`src/etp_pkg.sv`:
```
// etp_pkg: shared types and constants of the edge transition profiler
// operation codes, table entry layout and the update request and result records
// no dependencies
package etp_pkg;

	localparam int PT_W    = 4;
	localparam int CNT_W   = 32;
	localparam int STAMP_W = 64;

	typedef enum logic [1:0] {
		OP_START = 2'd0,
		OP_MARK  = 2'd1,
		OP_READ  = 2'd2,
		OP_NOP   = 2'd3
	} op_t;

	// one edge of the table as stored in memory
	typedef struct packed {
		logic [CNT_W-1:0]   cnt;
		logic [STAMP_W-1:0] sum;
	} entry_t;

	localparam int ENTRY_W = CNT_W + STAMP_W;

	// control handed from the sequencer to the update unit
	typedef struct packed {
		op_t  op;
		logic edge_ok;
	} upd_req_t;

	// one result beat
	typedef struct packed {
		logic [CNT_W-1:0]   cnt;
		logic [STAMP_W-1:0] sum;
		logic [STAMP_W-1:0] elapsed;
	} res_t;

endpackage

```
`src/etp_update.sv`:
```
// etp_update: modify step of the table read-modify-write
// computes elapsed ticks, the new edge entry and the result beat
// depends on etp_pkg
module etp_update (
	input  etp_pkg::upd_req_t            req,
	input  etp_pkg::entry_t              old_entry,
	input  logic [etp_pkg::STAMP_W-1:0]  stamp,
	input  logic [etp_pkg::STAMP_W-1:0]  prev_stamp,
	output etp_pkg::entry_t              new_entry,
	output logic                         we,
	output etp_pkg::res_t                res
);

	logic [etp_pkg::STAMP_W-1:0] diff;

	// wrapping tick difference since the last mark or start
	assign diff = stamp - prev_stamp;

	always_comb begin
		new_entry.cnt = old_entry.cnt + etp_pkg::CNT_W'(1);
		new_entry.sum = old_entry.sum + diff;
		we            = 1'b0;
		res           = '0;
		unique case (req.op)
			etp_pkg::OP_START: begin
				res = '0;
			end
			etp_pkg::OP_MARK: begin
				res.elapsed = diff;
				if (req.edge_ok) begin
					we      = 1'b1;
					res.cnt = new_entry.cnt;
					res.sum = new_entry.sum;
				end
			end
			etp_pkg::OP_READ: begin
				if (req.edge_ok) begin
					res.cnt = old_entry.cnt;
					res.sum = old_entry.sum;
				end
			end
			etp_pkg::OP_NOP: begin
				res = '0;
			end
		endcase
	end

endmodule
```
`config.mk`:
```
export PLATFORM = sky130hd
export DESIGN_NAME = etp_update
export DESIGN_NICKNAME = d
export VERILOG_FILES = /design/src/etp_pkg.sv /design/src/etp_update.sv
export SDC_FILE = /design/constraint.sdc
export NUM_CORES = 1
export LEC_CHECK = 0
export ABC_CLOCK_PERIOD_IN_PS = 8500
export BUFFER_PORTS_ARGS = -buffer_cell sky130_fd_sc_hd__buf_2
export CAP_MARGIN = 10
export CELL_PAD_IN_SITES_DETAIL_PLACEMENT = 2
export CELL_PAD_IN_SITES_GLOBAL_PLACEMENT = 2
export CORE_MARGIN = 8
export CORE_UTILIZATION = 25
export DETAILED_ROUTE_END_ITERATION = 10
export PLACE_DENSITY = 0.87
export SLEW_MARGIN = 5
export SYNTH_ARGS = -nofsm -noshare
export SYNTH_HDL_FRONTEND = slang
export SYNTH_SLANG_ARGS = --single-unit
```
`constraint.sdc`:
```
create_clock -name vclk -period 8.5
set_input_delay 1.7 -clock vclk [all_inputs]
set_output_delay 1.7 -clock vclk [all_outputs]
set_load 0.005 [all_outputs]
```
======== Word level (Yosys, flattened, before mapping) ========
Cells that the tools add are included.
W data, S select, Z words.
word-level totals
  word-level logic and storage cells ...... 14
  register bits after elaboration ......... 0
  output and inout port bits .............. 257
cells by class
  equal/unequal tests ..................... 3
  reductions and logical operators ........ 2
  mux-type cells .......................... 6
  add/subtract/negate cells ............... 3
operator list
  operator                 number
  $pmux W96 S3             1
  $mux W96                 2
  $add A64 B64 Y64         1
  $mux W64                 1
  $sub A64 B64 Y64         1
  $add A32 B1 Y32 const B  1
  $eq A2 B2 Y1 const B     2
  $eq A2 B1 Y1 const B     1
  $logic_not A2 Y1         1
  $mux W1                  2
  $reduce_or A2 Y1         1

======== Logic depth before layout (Yosys ltp) ========
Gate-level depths: netlist of the first run.
  depth after elaboration ................. 4
  gate-level depth with buffers ........... 26

======== Worst setup path before layout of the first run ========
No wires, ideal clock.
  kind .................................... input -> output
  from .................................... in stamp[0] in the netlist's numbering
  to ...................................... out res[127] in the netlist's numbering
  path buffers ............................ 0
  slack ................................... 0.427 ns
  data arrival time ....................... 6.373 ns
  stages on the path ...................... 25
  cells stage by stage .................... inv_1 ha_1 fa_1 nor2b_1 o21ai_1 a21boi_1 o31a_1 a31oi_1 o2bb2ai_1 nor4b_1 o31ai_1 a21oi_1 xnor2_1 ha_1 nand4_1 nand2b_1 or4_1 o21ai_0 a31oi_1 o31ai_4 a41oi_2 a21oi_2 xnor2_1 or3_1 o21ai_1
RTL lines
  item         line              RTL
  from (decl)  etp_update.sv:7   input logic [etp_pkg::STAMP_W-1:0] stamp,
  to (decl)    etp_update.sv:11  output etp_pkg::res_t res

==> results of run 1 <==
==> kinds of logic (layout without fill, tap and decap cells) <==
| group | count (synthesis) | after routing | synth area share (%) |
|---|---|---|---|
| other | 0 | 4 | 0 |
| and+or+nand+nor | 458 | 458 | 23.0 |
| adders and majority gates | 138 | 138 | 17.5 |
| AOI/OAI and AO/OA | 568 | 568 | 39.2 |
| xor gates and xnor gates | 151 | 151 | 13.3 |
| buffers and inverters | 184 | 903 | 7.00 |
==> path summary, 6_finish.rpt <==
path,to,cells after the start
setup / recovery,res[123],30
hold / removal,new_entry[95],3
==> power breakdown <==
| part | internal (mW) | switching, mW | total [mW] | leakage [nW] |
|---|---|---|---|---|
| Clock | 0.0000000632 | 0 | 0.0000000632 | 0.0000254 |
| Combinational | 1.20 | 1.70 | 2.89 | 8.47 |
| Sequential | 0 | 0 | 0 | 0 |
==> per-layer routing <==
metal  share of wire [%]  global-route usage (%)  routed length, um
met2                  50                    53.7              42100
met1                  37                    32.3              31600
met5               0.017                       0                 14
met3                 6.6                    4.63               5600
met4                 6.4                    12.0               5440
==> layout by cell type (no fill, tap or decap), drive strengths merged, types with 42 or more instances in the layout <==
cell type / instances
and2: 69
nand2: 132
o21ai: 88
nand4: 42
a21oi: 160
inv: 110
xnor2: 99
buf: 793
nor2: 89
xor2: 52
a21o: 76
a22o: 79
ha: 136
==> layout make-up <==
type                            instances  area (um2)  area share, %
Multi-Input combinational cell       1315       10400           63.7
Timing Repair Buffer                  793        4830           29.7
Tap cell                              525         657           4.03
Inverter                              110         418           2.57
Antenna cell                            4        10.0         0.0614
==> stage by stage <==
stage | setup TNS (ps) | setup slack [ps] | hold slack (ps)
2_1_floorplan | 0 | 427 | 3430
3_3_place_gp | -6370 | -478 | 3690
3_5_place_dp | -26180 | -963 | 3700
4_1_cts | 0 | 3.95 | 3700
5_1_grt | -11700 | -547 | 3710
6_report | -7200 | -455 | 3700
==> timing repair <==
item | 4_1_cts | 5_1_grt
gates resized for setup | 81 | 155
buffers inserted | 32 | 36
endpoints found under the hold margin | 0 | 0
setup endpoints to repair | 60 | 62
pin swaps | 49 | 98
==> impl_metrics.py, run 1 <==
metrics = {
    "outcome": {
        "outcome": "complete, but fails checks",
        "failing_checks": "negative setup slack",
    },
    "synthesis": {
        "most_frequently_used_cell_type_in_the_post_synthesis_netlist": "a21oi_1",
        "mean_post_synth_cell_area_um2": 6.64,
        "synth_nets": 1864,
        "netlist_instances": 1499,
        "synth.top_cell.area_share_pct": 17.1,
        "netlist_top_cells_area": "ha_1 (17%), xnor2_1 (8.7%), a21oi_1 (7.9%)",
        "synthDistinctLibCells": 73,
        "netlist_top_cells_count": "a21oi_1 (157), ha_1 (136), nand2_1 (131)",
        "synth_area_mm2": 0.00996,
        "yosysTopAreaCell": "ha_1",
        "synth_sequential_area_ratio_pct": 0,
        "yosysWarnings": 0,
    },
    "floorplanning": {
        "die_h_um": 216,
        "die_w_um": 216,
        "fp-row-count": 73,
        "fp.dieArea_mm2": 0.0465,
        "initial_utilization_pct": 25.2,
        "floorplan.core_area_mm2": 0.0395,
        "top_level_ports": 484,
    },
    "hold_path": {
        "min_path_type": "in2out",
        "worst_hold_startpoint": "old_entry[95]",
    },
    "pwr": {
        "power-per-cell-area_mw_per_mm2": 178,
        "ir_drop_v": 0.0000509,
        "totalPowerFinal_mw": 2.89,
        "total_leakage_power_nw": 8.47,
    },
    "detailed_routing": {
        "num_vias": 16469,
        "post_drt_wl_per_cell_um": 30.8,
        "detail_route.wirelength_um": 84700,
        "detail_route.vias_per_cell": 6.00,
        "drt_pre_antenna_iters": 6,
        "drt_first_iter_violations": 1354,
        "antenna_nets_post_route": 0,
        "drc": 0,
    },
    "global_route": {
        "pin_count_of_the_biggest_net_entering_global_routing": 69,
        "first_global_vias": 17382,
        "grt_use_total_pct": 29.0,
        "grt_pass1_wl_um": 109000,
        "grt_antenna_before_repair": 5,
        "globalRouteOverflowTotal": 0,
    },
    "placed_design": {
        "placed_cells": 2676,
        "place.gp.congestion": 0.933,
        "postPlaceCellArea_mm2": 0.0146,
        "dp_hpwl_um": 58700,
        "quantity_of_i_o_buffers_inserted_on_ports": 484,
    },
    "sta": {
        "grt_setup_unrepaired": "true",
        "setup_viol_count_final": 45,
        "final-hold-violation-count": 0,
        "max_clock_freq_ghz": 0.112,
        "min_period_over_period_pct": 105,
        "setup_slack_ps": -455,
        "final_period_minus_worst_setup_slack_ps": 8950,
        "worstMarginPinSlew_ps": 938,
        "relative_slew_slack_pct": 37.5,
        "timing.final.max_slew_violations": 0,
    },
    "cts": {
        "hold_buffers": 0,
    },
    "critical_path": {
        "timing.critical_path.to_type": "output port",
        "critical-path-max-stage-delay_ps": 530,
        "timing.critical_path.arrival_ps": 7250,
        "critPathRequiredTime_ps": 6800,
        "cp_top_family": "compound AO/OA/AOI/OAI gates",
        "critPathLaunch": "stamp[0]",
        "most_frequent_cp_cell": "buf_4",
        "timing.critical_path.buf_inv": 6,
        "critical_path.slowest_cell": "or4_4",
        "timing.critical_path.fanout_max": 2,
        "timing.critical_path.from_type": "input port",
        "worstSetupPathType": "in2out",
    },
    "layout": {
        "layout_utilization_pct": 41.2,
        "fin_cells": 2747,
        "ff_latch_area_um2": 0,
        "clock_buffer_count": 0,
        "final_cell_area_mm2": 0.0163,
        "fillers": 4608,
        "final_net_count": 2585,
        "seq_cell_count": 0,
        "relative_area_change_from_synthesis_to_final_layout_pct": 63.6,
        "post_route_cells_drive_above_1_share_pct": 44.1,
    },
    "job": {
        "max_cap_viol": 0,
    },
}
Note: power is estimated with default switching activity, not from simulation.
==> run 2: changes to the inputs <==
Settings changed: SETUP_SLACK_MARGIN set to 0.2.
==> run 2 against run 1 <==
  * The flow still finishes with violations (negative setup slack)
  * Largest cell class unchanged
  * Critical path type unchanged
  * Routed wire length grew 14%
  * Sequential share of layout area is the same
  * Worst hold slack gained 0.57 ps
  * Global-route usage grew 3.2 points
  * Fmax shrank 6.3%
  * Count of clock-buffer cells in the layout is the same
  * Critical path depth shrank 6
==> impl_metrics.py, run 2 (synthesized netlist as in run 1, its figures left out) <==
metrics = {
    "outcome": {
        "outcome": "complete, but fails checks",
        "failing_checks": "negative setup slack",
    },
    "pwr": {
        "p_sw_share_pct": 58.8,
        "power-per-cell-area_mw_per_mm2": 192,
        "power.sequential.fraction_pct": 0,
        "power.clock.fraction_pct": 0,
        "totalPowerFinal_mw": 3.35,
        "ir_drop_v": 0.0000539,
        "total_leakage_power_nw": 8.83,
        "int_pwr_mw": 1.38,
        "switching_power_mw": 1.97,
        "comb_power_share_pct": 100.0,
    },
    "detailed_routing": {
        "detail_route.vias_per_cell": 6.25,
        "num_vias": 17423,
        "drc": 0,
        "detail_route.wirelength_um": 96300,
        "drt_pre_antenna_iters": 6,
        "post_drt_wl_per_cell_um": 34.6,
        "drt_first_iter_violations": 1408,
        "antenna_nets_post_route": 0,
    },
    "layout": {
        "clock_buffer_count": 0,
        "post_route_cells_drive_above_1_share_pct": 48.7,
        "layout.cells.most_common": "buf_2",
        "relative_area_change_from_synthesis_to_final_layout_pct": 75.1,
        "fillers": 4541,
        "ff_latch_area_um2": 0,
        "seq_cell_count": 0,
        "final_net_count": 2622,
        "mostFrequentLayoutCells": "buf_2 (466), buf_4 (321), nand2_1 (123)",
        "multiInputGateArea_mm2": 0.0111,
    },
    "sta": {
        "min_period_over_period_pct": 112,
        "setup_slack_ps": -1060,
        "final_period_minus_worst_setup_slack_ps": 9560,
        "max_clock_freq_ghz": 0.105,
        "final.setup.tns_ps": -40260,
        "setup_viol_count_final": 75,
        "worstMarginPinSlew_ps": 1200,
        "hold_ws_ps": 3700,
        "relative_slew_slack_pct": 18.8,
        "timing.final.max_slew_violations": 0,
        "grt_setup_unrepaired": "true",
        "final-hold-violation-count": 0,
    },
    "floorplanning": {
        "fp-row-count": 73,
        "die_h_um": 216,
        "initial_utilization_pct": 25.2,
        "floorplan.core_area_mm2": 0.0395,
        "fp.dieArea_mm2": 0.0465,
        "top_level_ports": 484,
        "die_w_um": 216,
    },
    "global_route": {
        "grt_use_total_pct": 32.1,
        "grt_pass1_wl_um": 119000,
        "grt_antenna_before_repair": 8,
        "first_global_vias": 18321,
        "globalRouteOverflowTotal": 0,
        "pin_count_of_the_biggest_net_entering_global_routing": 69,
    },
    "placed_design": {
        "dp_hpwl_um": 58700,
        "place.gp.congestion": 0.933,
        "quantity_of_i_o_buffers_inserted_on_ports": 484,
    },
    "critical_path": {
        "timing.critical_path.to_type": "output port",
        "timing.critical_path.arrival_ps": 7860,
        "critPathRequiredTime_ps": 6800,
        "timing.critical_path.from_type": "input port",
        "worstSetupPathType": "in2out",
        "timing.critical_path.fanout_max": 5,
    },
    "hold_path": {
        "hold_path_depth": 3,
        "min_path_type": "in2out",
    },
    "cts": {
        "hold_buffers": 0,
    },
    "job": {
        "max_cap_viol": 0,
    },
}
[run 2: power by group through the flow]
stage / sequential (mW) / clock [mW] / combinational, mW
after global routing: 0 / 0.0000000947 / 3.42
after floorplan: 0 / 0 / 1.11
after detailed placement: 0 / 0 / 2.33
after global placement: 0 / 0 / 2.19
after CTS: 0 / 0 / 2.56
final: 0 / 0.0000000951 / 3.35
[run 2: cell type report]
class	count	area share (%)
diodes	6	0.0861
inverters	110	2.44
multi-input cells	1315	63.7
well taps	525	3.77
repair buffers	830	30.0
[run 2: worst paths after layout]
kind       endpoint           start
max        res[123]  prev_stamp[36]
min   new_entry[95]   old_entry[95]
[run 2: what timing repair did]
item,4_1_cts,5_1_grt
pin swaps,94,101
gates cloned,0,0
endpoints found under the hold margin,0,0
gates resized for setup,161,233
setup endpoints to repair,70,72
setup buffers,61,43
[run 2: layer usage]
metal | GRT usage, % | wire length [um] | vias up
met2 | 58.3 | 45700 | 1282
met4 | 18.4 | 8460 | 0
met3 | 5.78 | 8140 | 567
met5 | 0 | 0 | -
li1 | - | - | 6981
met1 | 34.6 | 34000 | 8593
[run 2: metrics by stage]
stage | std cells | util, % | instance area (um2) | worst slack, ps
floorplan | 1499 | - | 9960 | 427
global placement | 2676 | 36.9 | 14600 | -478
detailed placement | 2676 | 36.9 | 14600 | -963
CTS | 2737 | 40.1 | 15900 | 90.4
global route | 2786 | 44.1 | 17400 | -1250
finish | 2786 | 44.1 | 17400 | -1060
[run 2: worst max-delay path, stage by stage]
cell and delay, ps:
buf_2 80, inv_1 40, ha_1 530, nand2_1 220
nor2_1 350, nor4b_1 1010, nand2_1 240, o221ai_1 400
a41o_4 230, buf_4 130, xor2_1 270, ha_1 360
a21oi_1 460, o21ai_4 140, a31oi_4 250, o31ai_4 130
a41oi_2 320, buf_4 170, buf_6 100, nand2b_4 70
a31oi_4 200, xnor2_2 160, a22o_1 160, buf_2 120
